--- src/rtl/core/blrrc_pkg.sv ---
// ----------------------------------------------------------------------------
// blrrc_pkg
// Shared types and constants of the buffer-level rate-ratio controller.
// ----------------------------------------------------------------------------
package blrrc_pkg;

  localparam int FILL_W     = 16;
  localparam int FRAMES_W   = 14;
  localparam int OFFSET_W   = 17;
  localparam int NEED_W     = 17;
  localparam int RATIO_W    = 32;
  localparam int GAIN_W     = 32;
  localparam int TARGET_W   = 16;
  localparam int CFG_DATA_W = 32;
  localparam int QUO_W      = 34;

  // Register stages from the input register to the output register.
  localparam int PIPE_STAGES = 7;

  localparam logic [TARGET_W-1:0] TARGET_RESET      = 16'd4096;
  localparam logic [GAIN_W-1:0]   GAIN_RESET        = 32'd1099;
  localparam logic [RATIO_W-1:0]  ONE_Q30           = 32'h4000_0000;
  localparam logic [NEED_W-1:0]   SAMPLES_PER_FRAME = 17'd6;

  typedef enum logic {
    CFG_TARGET = 1'b0,
    CFG_GAIN   = 1'b1
  } cfg_idx_t;

  typedef enum logic {
    ACT_PRODUCE = 1'b0,
    ACT_CONSUME = 1'b1
  } action_t;

  // Per-item status carried down the ratio pipeline.
  typedef struct packed {
    logic              produce;
    logic              accepted;
    logic [FILL_W-1:0] fill;
  } item_t;

  // Stage load enables issued by the top-level flow control.
  typedef struct packed {
    logic mv_state;
    logic ld_mul;
    logic ld_off;
    logic ld_pp;
    logic ld_quo;
  } pipe_ctl_t;

endpackage

--- src/rtl/core/blrrc_ram.sv ---
// ----------------------------------------------------------------------------
// blrrc_ram
// Generic single-write, single-read RAM with a registered read port.
// ----------------------------------------------------------------------------
module blrrc_ram #(
  parameter int WIDTH = 17,
  parameter int DEPTH = 32
) (
  input  logic                     clk,
  input  logic                     we,
  input  logic [$clog2(DEPTH)-1:0] waddr,
  input  logic [WIDTH-1:0]         wdata,
  input  logic [$clog2(DEPTH)-1:0] raddr,
  output logic [WIDTH-1:0]         rdata
);

  logic [WIDTH-1:0] mem [DEPTH];

  always_ff @(posedge clk) begin
    if (we) begin
      mem[waddr] <= wdata;
    end
    rdata <= mem[raddr];
  end

endmodule

--- src/rtl/core/blrrc_state.sv ---
// ----------------------------------------------------------------------------
// blrrc_state
// Fill tracking, offset clamp and history ring with its running sum.
// ----------------------------------------------------------------------------
module blrrc_state #(
  parameter int RING_SAMPLES  = 65536,
  parameter int HISTORY_DEPTH = 32,
  parameter int CHUNK_SAMPLES = 256
) (
  input  logic                                                   clk,
  input  logic                                                   rst,
  input  blrrc_pkg::pipe_ctl_t                                   ctl,
  input  logic                                                   action,
  input  logic [blrrc_pkg::FRAMES_W-1:0]                         frames,
  input  logic [blrrc_pkg::TARGET_W-1:0]                         target,
  output blrrc_pkg::item_t                                       item,
  output logic signed [blrrc_pkg::OFFSET_W+$clog2(HISTORY_DEPTH)-1:0] sum
);

  localparam int PTR_W = $clog2(HISTORY_DEPTH);
  localparam int SUM_W = blrrc_pkg::OFFSET_W + PTR_W;
  localparam int FW    = blrrc_pkg::FILL_W;
  localparam int OW    = blrrc_pkg::OFFSET_W;
  localparam int NW    = blrrc_pkg::NEED_W;

  localparam logic [FW-1:0] CAPACITY   = FW'(RING_SAMPLES - 1);
  localparam logic [FW-1:0] FILL_RESET =
      (blrrc_pkg::TARGET_RESET > CAPACITY) ? CAPACITY : blrrc_pkg::TARGET_RESET;
  localparam logic [FW-1:0] CHUNK      = FW'(CHUNK_SAMPLES);
  localparam logic [PTR_W-1:0] PTR_LAST = PTR_W'(HISTORY_DEPTH - 1);

  logic [FW-1:0]           fill;
  logic [PTR_W-1:0]        ptr;
  logic                    wrapped;
  logic                    produce;
  logic                    accepted;

  logic signed [OW-1:0]    offset_raw;
  logic signed [OW-1:0]    bound;
  logic signed [OW-1:0]    offset;
  logic signed [OW-1:0]    old_entry;
  logic [OW-1:0]           rd_data;
  logic signed [SUM_W-1:0] sum_next;
  logic [FW-1:0]           space;
  logic [NW-1:0]           need;
  logic                    fits;
  logic [PTR_W-1:0]        ptr_inc;
  logic [PTR_W-1:0]        raddr;
  logic                    wr;

  always_comb begin
    offset_raw = $signed({1'b0, target}) - $signed({1'b0, fill});
    bound      = $signed({1'b0, target});
    if (offset_raw < -bound) begin
      offset = -bound;
    end else if (offset_raw > bound) begin
      offset = bound;
    end else begin
      offset = offset_raw;
    end
    // Entries not yet written since reset read as zero.
    old_entry = wrapped ? $signed(rd_data) : '0;
    sum_next  = sum - SUM_W'(old_entry) + SUM_W'(offset);
    space     = (fill <= CAPACITY) ? (CAPACITY - fill) : '0;
    need      = NW'(frames) * blrrc_pkg::SAMPLES_PER_FRAME;
    fits      = (need <= {1'b0, space});
    ptr_inc   = (ptr == PTR_LAST) ? '0 : ptr + 1'b1;
    wr        = ctl.mv_state && (action == blrrc_pkg::ACT_PRODUCE);
    raddr     = wr ? ptr_inc : ptr;
  end

  blrrc_ram #(
    .WIDTH (OW),
    .DEPTH (HISTORY_DEPTH)
  ) u_hist (
    .clk   (clk),
    .we    (wr),
    .waddr (ptr),
    .wdata (offset),
    .raddr (raddr),
    .rdata (rd_data)
  );

  always_ff @(posedge clk) begin
    if (rst) begin
      fill    <= FILL_RESET;
      ptr     <= '0;
      wrapped <= 1'b0;
      sum     <= '0;
    end else if (ctl.mv_state) begin
      if (action == blrrc_pkg::ACT_PRODUCE) begin
        sum     <= sum_next;
        ptr     <= ptr_inc;
        wrapped <= wrapped | (ptr == PTR_LAST);
        if (fits) begin
          fill <= fill + need[FW-1:0];
        end
      end else if (fill >= CHUNK) begin
        fill <= fill - CHUNK;
      end
    end
  end

  always_ff @(posedge clk) begin
    if (ctl.mv_state) begin
      produce  <= (action == blrrc_pkg::ACT_PRODUCE);
      accepted <= (action == blrrc_pkg::ACT_PRODUCE) ? fits : (fill >= CHUNK);
    end
  end

  assign item.produce  = produce;
  assign item.accepted = accepted;
  assign item.fill     = fill;

endmodule

--- src/rtl/core/blrrc_ratio.sv ---
// ----------------------------------------------------------------------------
// blrrc_ratio
// Pipelined gain multiply and floor division of the history sum.
// ----------------------------------------------------------------------------
module blrrc_ratio #(
  parameter int HISTORY_DEPTH = 32
) (
  input  logic                                                   clk,
  input  blrrc_pkg::pipe_ctl_t                                   ctl,
  input  logic [blrrc_pkg::GAIN_W-1:0]                           gain,
  input  blrrc_pkg::item_t                                       item_in,
  input  logic signed [blrrc_pkg::OFFSET_W+$clog2(HISTORY_DEPTH)-1:0] sum_in,
  output blrrc_pkg::item_t                                       item_out,
  output logic [blrrc_pkg::QUO_W-1:0]                            quo
);

  localparam int C      = $clog2(HISTORY_DEPTH);
  localparam int SUM_W  = blrrc_pkg::OFFSET_W + C;
  localparam int PROD_W = blrrc_pkg::GAIN_W + 1 + SUM_W;
  // Offset dividend u = clamp(prod/1024) + (2^30+1)*D stays below 2^U_W.
  localparam int U_W    = blrrc_pkg::GAIN_W + 1 + C;
  localparam int SH     = U_W + C;
  localparam int M_W    = U_W + 2;
  localparam int UL     = U_W / 2;
  localparam int UH     = U_W - UL;
  localparam int ML     = M_W / 2;
  localparam int MH     = M_W - ML;
  localparam int PW     = U_W + M_W;

  localparam logic [63:0] RECIP64 =
      ((64'd1 << SH) + 64'(HISTORY_DEPTH) - 64'd1) / 64'(HISTORY_DEPTH);
  localparam logic [M_W-1:0] RECIP = RECIP64[M_W-1:0];

  localparam longint LO_L = -(longint'(blrrc_pkg::ONE_Q30) + 64'sd1)
                            * longint'(HISTORY_DEPTH);
  localparam longint HI_L = 64'sd3 * longint'(blrrc_pkg::ONE_Q30)
                            * longint'(HISTORY_DEPTH);
  localparam logic signed [PROD_W-1:0] T_LO = PROD_W'(LO_L);
  localparam logic signed [PROD_W-1:0] T_HI = PROD_W'(HI_L);

  blrrc_pkg::item_t         item_mul, item_off, item_pp;
  logic signed [PROD_W-1:0] prod;
  logic signed [PROD_W-1:0] gain_x;
  logic signed [PROD_W-1:0] sum_x;
  logic signed [PROD_W-1:0] t_sh;
  logic signed [PROD_W-1:0] t_cl;
  logic [U_W-1:0]           u;
  logic [UL+ML-1:0]         pp_ll;
  logic [UH+ML-1:0]         pp_hl;
  logic [UL+MH-1:0]         pp_lh;
  logic [UH+MH-1:0]         pp_hh;
  logic [PW-1:0]            full;

  always_comb begin
    gain_x = $signed(PROD_W'({1'b0, gain}));
    sum_x  = PROD_W'(sum_in);
    t_sh   = prod >>> 10;
    // Values beyond these bounds saturate the ratio anyway.
    if (t_sh < T_LO) begin
      t_cl = T_LO;
    end else if (t_sh > T_HI) begin
      t_cl = T_HI;
    end else begin
      t_cl = t_sh;
    end
    full = (PW'(pp_hh) << (UL + ML)) + (PW'(pp_hl) << UL) +
           (PW'(pp_lh) << ML) + PW'(pp_ll);
  end

  always_ff @(posedge clk) begin
    if (ctl.ld_mul) begin
      prod     <= gain_x * sum_x;
      item_mul <= item_in;
    end
    if (ctl.ld_off) begin
      u        <= U_W'(t_cl - T_LO);
      item_off <= item_mul;
    end
    if (ctl.ld_pp) begin
      pp_ll   <= (UL+ML)'(u[UL-1:0]) * (UL+ML)'(RECIP[ML-1:0]);
      pp_hl   <= (UH+ML)'(u[U_W-1:UL]) * (UH+ML)'(RECIP[ML-1:0]);
      pp_lh   <= (UL+MH)'(u[UL-1:0]) * (UL+MH)'(RECIP[M_W-1:ML]);
      pp_hh   <= (UH+MH)'(u[U_W-1:UL]) * (UH+MH)'(RECIP[M_W-1:ML]);
      item_pp <= item_off;
    end
    if (ctl.ld_quo) begin
      quo      <= full[SH +: blrrc_pkg::QUO_W];
      item_out <= item_pp;
    end
  end

endmodule

--- src/rtl/core/buffer_level_rate_ratio_control.sv ---
// ----------------------------------------------------------------------------
// buffer_level_rate_ratio_control
// Ring fill tracking and resampling-ratio servo toward a target fill level.
// ----------------------------------------------------------------------------
// Throughput: one item per clock cycle while the output is not stalled;
// every stage has its own valid bit, so the block keeps taking items until
// all seven stage registers are full and the output is stalled.
// Reset (rst, synchronous, active high) empties the pipeline, sets the fill
// to min(4096, RING_SAMPLES-1), clears the offset history, sets the ratio to
// 1.0 and returns target_level and loop_gain to 4096 and 1099.
// ----------------------------------------------------------------------------
module buffer_level_rate_ratio_control #(
  parameter int RING_SAMPLES  = 65536,
  parameter int HISTORY_DEPTH = 32,
  parameter int CHUNK_SAMPLES = 256
) (
  input  logic        clk,
  input  logic        rst,
  // Input items.
  input  logic        s_tvalid,
  output logic        s_tready,
  input  logic [15:0] s_tdata,   // [13:0] frame_count, [15:14] zero
  input  logic        s_tuser,   // [0] action
  // Result items.
  output logic        m_tvalid,
  input  logic        m_tready,
  output logic [47:0] m_tdata,   // [31:0] ratio, [47:32] fill_level
  output logic        m_tuser,   // [0] accepted
  // Configuration writes.
  input  logic        cfg_we,
  input  logic        cfg_index,
  input  logic [31:0] cfg_data
);

  localparam int NST   = blrrc_pkg::PIPE_STAGES;
  localparam int SUM_W = blrrc_pkg::OFFSET_W + $clog2(HISTORY_DEPTH);
  localparam logic [blrrc_pkg::QUO_W-1:0] QUO_ONE = blrrc_pkg::QUO_W'(1);
  localparam logic [blrrc_pkg::QUO_W-1:0] QUO_MAX = blrrc_pkg::QUO_W'(64'h1_0000_0000);

  // Configuration registers. Writes must arrive only while the block is idle; the block itself does not enforce this.
  logic [blrrc_pkg::TARGET_W-1:0] target_level;
  logic [blrrc_pkg::GAIN_W-1:0]   loop_gain;

  always_ff @(posedge clk) begin
    if (rst) begin
      target_level <= blrrc_pkg::TARGET_RESET;
      loop_gain    <= blrrc_pkg::GAIN_RESET;
    end else if (cfg_we) begin
      unique case (blrrc_pkg::cfg_idx_t'(cfg_index))
        blrrc_pkg::CFG_TARGET: target_level <= cfg_data[blrrc_pkg::TARGET_W-1:0];
        blrrc_pkg::CFG_GAIN:   loop_gain    <= cfg_data[blrrc_pkg::GAIN_W-1:0];
      endcase
    end
  end

  // Flow control. Stage 0 is the input register, stage 1 the state update,
  // stages 2 to 5 the ratio arithmetic and stage 6 the output register.
  // A stage loads when it is empty or when its content moves on, so a
  // stalled output only backs up as far as the pipeline is full.
  logic [NST-1:0] vld;
  logic [NST-1:0] ld;

  always_comb begin
    ld[NST-1] = !vld[NST-1] || m_tready;
    for (int k = NST - 2; k >= 0; k--) begin
      ld[k] = !vld[k] || ld[k+1];
    end
  end

  always_ff @(posedge clk) begin
    if (rst) begin
      vld <= '0;
    end else begin
      if (ld[0]) begin
        vld[0] <= s_tvalid;
      end
      for (int k = 1; k < NST; k++) begin
        if (ld[k]) begin
          vld[k] <= vld[k-1];
        end
      end
    end
  end

  assign s_tready = ld[0];

  blrrc_pkg::pipe_ctl_t ctl;
  assign ctl.mv_state = vld[0] && ld[1];
  assign ctl.ld_mul   = ld[2];
  assign ctl.ld_off   = ld[3];
  assign ctl.ld_pp    = ld[4];
  assign ctl.ld_quo   = ld[5];

  // Input register.
  logic                           in_action;
  logic [blrrc_pkg::FRAMES_W-1:0] in_frames;

  always_ff @(posedge clk) begin
    if (ld[0]) begin
      in_action <= s_tuser;
      in_frames <= s_tdata[blrrc_pkg::FRAMES_W-1:0];
    end
  end

  // Fill accounting and the offset history ring.
  blrrc_pkg::item_t        st_item;
  logic signed [SUM_W-1:0] st_sum;

  blrrc_state #(
    .RING_SAMPLES  (RING_SAMPLES),
    .HISTORY_DEPTH (HISTORY_DEPTH),
    .CHUNK_SAMPLES (CHUNK_SAMPLES)
  ) u_state (
    .clk    (clk),
    .rst    (rst),
    .ctl    (ctl),
    .action (in_action),
    .frames (in_frames),
    .target (target_level),
    .item   (st_item),
    .sum    (st_sum)
  );

  // Ratio arithmetic: floor(loop_gain * sum / (HISTORY_DEPTH * 1024)),
  // returned offset so that the ratio is quo - 1 before saturation.
  blrrc_pkg::item_t               rq_item;
  logic [blrrc_pkg::QUO_W-1:0]    rq_quo;

  blrrc_ratio #(
    .HISTORY_DEPTH (HISTORY_DEPTH)
  ) u_ratio (
    .clk      (clk),
    .ctl      (ctl),
    .gain     (loop_gain),
    .item_in  (st_item),
    .sum_in   (st_sum),
    .item_out (rq_item),
    .quo      (rq_quo)
  );

  // Output stage. Consume items repeat the ratio of the latest produce item
  // that passed this stage before them, or 1.0 if none has since reset.
  logic [blrrc_pkg::RATIO_W-1:0] last_ratio;
  logic [blrrc_pkg::RATIO_W-1:0] sat_ratio;
  logic [blrrc_pkg::RATIO_W-1:0] ratio_next;
  logic [blrrc_pkg::RATIO_W-1:0] out_ratio;
  logic [blrrc_pkg::FILL_W-1:0]  out_fill;
  logic                          out_acc;

  always_comb begin
    if (rq_quo == '0) begin
      sat_ratio = '0;
    end else if (rq_quo > QUO_MAX) begin
      sat_ratio = '1;
    end else begin
      sat_ratio = blrrc_pkg::RATIO_W'(rq_quo - QUO_ONE);
    end
    ratio_next = rq_item.produce ? sat_ratio : last_ratio;
  end

  always_ff @(posedge clk) begin
    if (rst) begin
      last_ratio <= blrrc_pkg::ONE_Q30;
    end else if (vld[NST-2] && ld[NST-1]) begin
      last_ratio <= ratio_next;
    end
  end

  always_ff @(posedge clk) begin
    if (ld[NST-1]) begin
      out_ratio <= ratio_next;
      out_fill  <= rq_item.fill;
      out_acc   <= rq_item.accepted;
    end
  end

  assign m_tvalid = vld[NST-1];
  assign m_tdata  = {out_fill, out_ratio};
  assign m_tuser  = out_acc;

endmodule

--- config.mk ---
export PLATFORM = sky130hd
export DESIGN_NAME = buffer_level_rate_ratio_control
export DESIGN_NICKNAME = d
export VERILOG_FILES = /design/src/rtl/core/blrrc_pkg.sv /design/src/rtl/core/blrrc_ram.sv /design/src/rtl/core/blrrc_state.sv /design/src/rtl/core/blrrc_ratio.sv /design/src/rtl/core/buffer_level_rate_ratio_control.sv
export SDC_FILE = /design/constraint.sdc
export NUM_CORES = 2
export LEC_CHECK = 0
export ABC_AREA = 1
export ABC_CLOCK_PERIOD_IN_PS = 8200
export BUFFER_PORTS_ARGS = -buffer_cell sky130_fd_sc_hd__buf_2
export CAP_MARGIN = 25
export CORE_MARGIN = 5
export CORE_UTILIZATION = 45
export DETAILED_ROUTE_END_ITERATION = 8
export GPL_TIMING_DRIVEN = 1
export PLACE_DENSITY = 0.59
export SLEW_MARGIN = 25
export SYNTH_ARGS = -nofsm -noshare
export SYNTH_HDL_FRONTEND = slang
export SYNTH_HIERARCHICAL = 1
export SYNTH_SLANG_ARGS = --single-unit
--- constraint.sdc ---
create_clock -name clk -period 8.2 [get_ports clk]
set_clock_uncertainty 0.1 [all_clocks]
set_input_delay 1.23 -clock clk [delete_from_list [all_inputs] [get_ports clk]]
set_output_delay 1.23 -clock clk [all_outputs]
set_load 0.03 [all_outputs]
* Yosys cells after proc, flatten, opt, wreduce, memory -nomap -nowiden *
Memory sizes are Yosys's and may differ from the RTL's. A register that Yosys moved wholly into a read port is not among the register bits.
Index checks and enable logic that the tools add are counted.

storage, ports and cells
  flip-flop bits (word level) = 434
  bits in writable memories = 544
  input port bits = 55
  output and inout bits = 51
  word-level logic and storage cells = 105
  memories kept = 1

operators by class
  add/sub/neg operators = 11
  multiply operators = 2
  magnitude comparators = 8
  equal/unequal tests = 2
  multiplexer cells = 17
  bitwise operators = 3
  reduce and logical (&&, ||, !) cells = 23

memories
  name                depth  bits a word  read ports  clocked after memory_dff  write ports  RTL line         source
  u_state.u_hist.mem  32     17           1           1                         1            blrrc_ram.sv:17  logic [WIDTH-1:0] mem [DEPTH];

operator list
  cell                                                                                  count
  32-bit 2-to-1 mux                                                                     3
  76-bit by 57-bit adder with 77-bit output                                             1
  38-bit 2-to-1 mux                                                                     2
  16-bit 2-to-1 mux                                                                     4
  33-bit by 22-bit multiplier with 55-bit output                                        1
  17-bit 2-to-1 mux                                                                     3
  45-bit by 38-bit greater-than comparator with 1-bit output, second input constant     1
  45-bit by 37-bit < comparator with 1-bit output, second input constant                1
  38-bit by 37-bit subtractor with 38-bit output, second input constant                 1
  34-bit by 33-bit greater-than comparator with 1-bit output, second input constant     1
  34-bit zero test                                                                      1
  32-bit by 1-bit subtractor with 32-bit output, second input constant                  1
  22-bit by 17-bit adder with 22-bit output                                             1
  22-bit by 17-bit subtractor with 22-bit output                                        1
  17-bit greater-than comparator                                                        1
  17-bit by 16-bit <= comparator with 1-bit output                                      1
  17-bit < comparator                                                                   1
  16-bit negation with 17-bit output                                                    1
  16-bit by 16-bit subtractor with 17-bit output                                        1
  16-bit adder                                                                          1
  16-bit by 9-bit greater-or-equal comparator with 1-bit output, second input constant  1
  16-bit <= comparator, second input constant                                           1
  14-bit by 2-bit multiplier with 16-bit output, second input constant                  1
  16-bit subtractor, first input constant                                               1
  other kinds (14)                                                                      34

* Depth between registers and ports, before layout *
  word-level depth = 11
  depth in mapped cells = 37
  mapped depth without buffers = 36

* Cells and area by module *
The synthesis kept the hierarchy.

modules (own cells, without submodules)
  module                           times used  cells an instance  area each (um^2)  seq. area each (um^2)
  blrrc_ratio                      1           3611               31750.5           6486.2
  blrrc_ram                        1           1902               22379.0           16676.0
  blrrc_state                      1           1153               7410.9            920.9
  buffer_level_rate_ratio_control  1           855                6663.9            3663.5

* Least setup slack after synthesis *
No wires, ideal clock.

  path kind = input-to-reg
  start point = in m_tready
  end point = mem u_state.u_hist.mem[31][0] (enable)
  library setup time = 0.390 ns
  data arrival time = 7.466 ns
  data required time = 7.710 ns
  setup slack = 0.243 ns
  stages on the path = 15
  path buffers = 1
  cell sequence = nor2_1 > inv_1 > nor2_1 > nand2_1 > nor2_1 > nand2_1 > nor2_1 > inv_1 > nand2_1 > inv_1 > nand2_1 > clkinv_1 > clkbuf_1 > nand3_1 > nor2_1

RTL lines
  item                RTL line                               source
  start: declaration  buffer_level_rate_ratio_control.sv:26  input logic m_tready,
  end: declaration    blrrc_ram.sv:17

* Worst setup path in the final report *
  start point = reg u_state/sum[14] (netlist bit)
  end point = reg u_ratio.prod[43] (data pin)

on the way
  word-level cells in the longest chain between the ends = 1

RTL lines
  item                                            RTL line           source
  start: declaration                              blrrc_state.sv:17  output logic signed [blrrc_pkg::OFFSET_W+$clog2(HISTORY_DEPTH)-1:0] sum
  start signal: assignment                        blrrc_state.sv:92  sum <= sum_next;
  33-bit by 22-bit multiplier with 55-bit output  blrrc_ratio.sv:72  prod <= gain_x * sum_x;
  end signal: assignment                          blrrc_ratio.sv:72
  end: declaration                                blrrc_ratio.sv:42  logic signed [PROD_W-1:0] prod;

Every way passes these cells.
A chain may end at the register's enable or synchronous reset.

==> flow_summary.ini <==
[logic_synthesis]
yosysUniqueCellTypes = 56
syn-cell-area_sq_um = 68200
synth_seq_area_share_pct = 40.68
async_reset_ff_share_pct = 0
syn_inst = 7521
syn_area_per_cell_sq_um = 9.068
synthesis.nets = 8506
synth-edff-count = 826
synth_seq_cells = 973
ys_warn_count = 6
synthFlopType = edfxtp_1

[global_routing]
met3_usage_pct = 2.527
grt_pass1_vias = 49830
antenna_found_initial = 15
grt.overflow.total = 0
busiest_layer = met2
grt_pass1_wl_um = 282600
met2_usage_pct = 37.29
grtUsageMet1_pct = 32.00
grt_max_degree = 195
grt_use_total_pct = 22.70

[worst_setup_path]
crit_path_end_kind = register
cp_max_fo = 16
cp-start-kind = register
crit_type = register to register
crit_arrival_ns = 8.02
cp_data_required_time_ns = 8.62

[final_layout]
area_growth_pct = 9.503
final_nets = 8569
layout_common_cells = nand2_1 (2194), inv_1 (1228), edfxtp_1 (826)
final_core_utilization_pct = 49.69
nFillCells = 14240
final_common_cell = nand2_1
layout-drive-gt1-share_pct = 7.282
stdcell_count = 9700

[floorplan]
die_y_um = 399.3
die_area_sq_um = 159500
fp.dieW_um = 399.3
core_sq_um = 150300
placementRows = 142
initial_utilization_pct = 45.38
pin_count = 106

[clock_tree]
numCtsBuffers = 105
clock_sinks = 973
htree_levels = 3
post_cts_buffers = 0
clk_latency_ns = 0.75
clockRootBuffer = clkbuf_16
clockBufferDepth = 3
cts_tree = built
cts.clk_slew.worst_paths_ns = 0.07
cts_resized = 0
hold_buffers = 0

[sta]
setup-violations-final = 0
hold_viol = 0
tightest_slew_ns = 1.095
layout_setup_ws_ns = 0.6008
min_period_ns = 7.599
slew_headroom_pct = 26.99
period_share_pct = 92.67
fmax_ghz = 0.1316
final.setup.tns_ns = 0
slew_violations = 0
rsz0062_at_grt = false

[pwr]
finalPower_mw = 19.11
p_leak_nw = 35.70
powerDensity_nw_per_um2 = 255.8
ir_worst_vdd_v = 0.0002256

[worst_hold_path]
hold_path.class = register to register

[place]
pre_cts_ws_ns = 0.6433
port_buffers = 103
hpwl_um = 129700
routabilityCongestion = 0.8923
place_inst = 9493

[route]
wl_per_cell_um = 18.45
via_per_inst = 5.127
finalWirelength_um = 178900
detail-route-antenna-nets = 0
drt-initial-drc-count = 3672
route.detailed.drc = 0
dr.pass1.iters = 6
vias = 49730

[outcome]
status = finished clean

[flow_run]
max_cap_viol_count = 0
## metal layers
metal | vias to the layer above | part of all wire, %
met4 | 0 | 2.5
met2 | 1360 | 47
met3 | 236 | 5.5
li1 | 23700 | -
met1 | 24440 | 45
met5 | - | 0
## report_power, final
group / switching (mW) / internal [mW] / leakage [nW] / total, mW
registers: 0.360 / 6.59 / 9.32 / 6.95
clock network: 2.03 / 2.68 / 1.66 / 4.71
logic: 5.05 / 2.39 / 24.7 / 7.45
total: 7.45 / 11.7 / 35.7 / 19.1
## final timing paths
kind                          start                to  slack [ns]  depth (start not counted)
hold / removal    u_ratio/pp_hh[22]   u_ratio/quo[18]        0.28                          0
setup / recovery    u_state/sum[14]  u_ratio/prod[43]        0.60                         25
setup reg to reg    u_state/sum[14]  u_ratio/prod[43]        0.60                         25
hold reg to reg   u_ratio/pp_hh[22]   u_ratio/quo[18]        0.28                          0
## critical path, cell delays in order, from the launching register on
cell,delay [ns]
dfxtp_1,0.90
nand2_1,0.18
fa_1,0.55
inv_1,0.06
fa_1,0.50
inv_1,0.05
fa_1,0.49
inv_1,0.06
fa_1,0.54
fa_1,0.54
fa_1,0.56
inv_1,0.06
fa_1,0.53
inv_1,0.04
ha_1,0.37
nand2_1,0.11
nor2_1,0.19
inv_1,0.09
nor2_1,0.13
inv_1,0.05
nor4_1,0.20
a21oi_1,0.18
o21ai_0,0.49
nand2_1,0.11
nand2_1,0.10
xor2_1,0.22
## cells by family (layout without fill, tap and decap cells)
logic type                 after synthesis  after routing  share of synthesized area [%]
AOI/OAI and AO/OA                      386            386                          3.155
xor gates and xnor gates               146            146                          1.875
adders and majority gates              930            930                          23.90
buffers and inverters                 1555           1710                          8.938
DFF                                    973            973                          40.68
other                                    2             10                        0.01101
and+or+nand+nor                       3529           3529                          21.44
## sequential cells by signal (all words and copies together), names as in the netlist, 15 cells and up
| name | flops |
|---|---|
| last_ratio | 32 |
| u_state/u_hist/mem | 544 |
| u_state/u_hist/rdata | 17 |
| u_ratio/item_mul | 18 |
| u_ratio/u | 33 |
| u_ratio/prod | 45 |
| out_fill | 16 |
| target_level | 16 |
| u_ratio/pp_hh | 19 |
| u_state/fill | 15 |
| u_state/sum | 22 |
| loop_gain | 32 |
| u_ratio/quo | 33 |
| u_ratio/item_out | 18 |
| out_ratio | 32 |
| u_ratio/item_pp | 18 |
| u_ratio/item_off | 18 |
## through the flow
| stage | hold slack (ns) | area [sq um] |
|---|---|---|
| final | 0.2775 | 74690 |
| after global routing | 0.2927 | 74690 |
| after CTS | 0.2776 | 74670 |
| after detailed placement | 0.3045 | 71200 |
| after global placement | 0.3006 | 71180 |
| after floorplan | 0.3003 | 68200 |
## cell usage after synthesis (18+ instances only)
cell type  count  area (sq um)
ha_1         309          3866
nor3_1        36         180.2
dfxtp_1      147          2943
edfxtp_1     826         24800
or2_2         21         131.4
buf_2         72         360.4
a21oi_1      165         825.8
nand2_1     2198          8250
buf_4         18         135.1
xnor2_1       47         411.6
clkbuf_1     194         728.2
xor2_1        99         867.1
nand2_2       27         168.9
nor2_1       532          1997
nor2_2        22         137.6
fa_1         621         12430
nand3_1      595          2978
nand4_1       44         275.3
o21ai_0      132         660.6
inv_1       1232          4624
## layout make-up
type / instances / area (sq um) / share of cell area (%)
Clock buffer: 138 / 2821 / 3.778
Multi-Input combinational cell: 4993 / 34440 / 46.11
Timing Repair Buffer: 262 / 1784 / 2.389
Tap cell: 2016 / 2522 / 3.377
Inverter: 1249 / 4702 / 6.296
Antenna cell: 8 / 20.02 / 0.02680
Sequential cell: 973 / 27750 / 37.16
Clock inverter: 61 / 646.9 / 0.8661
No activity file was read; power rests on OpenSTA's default activity.
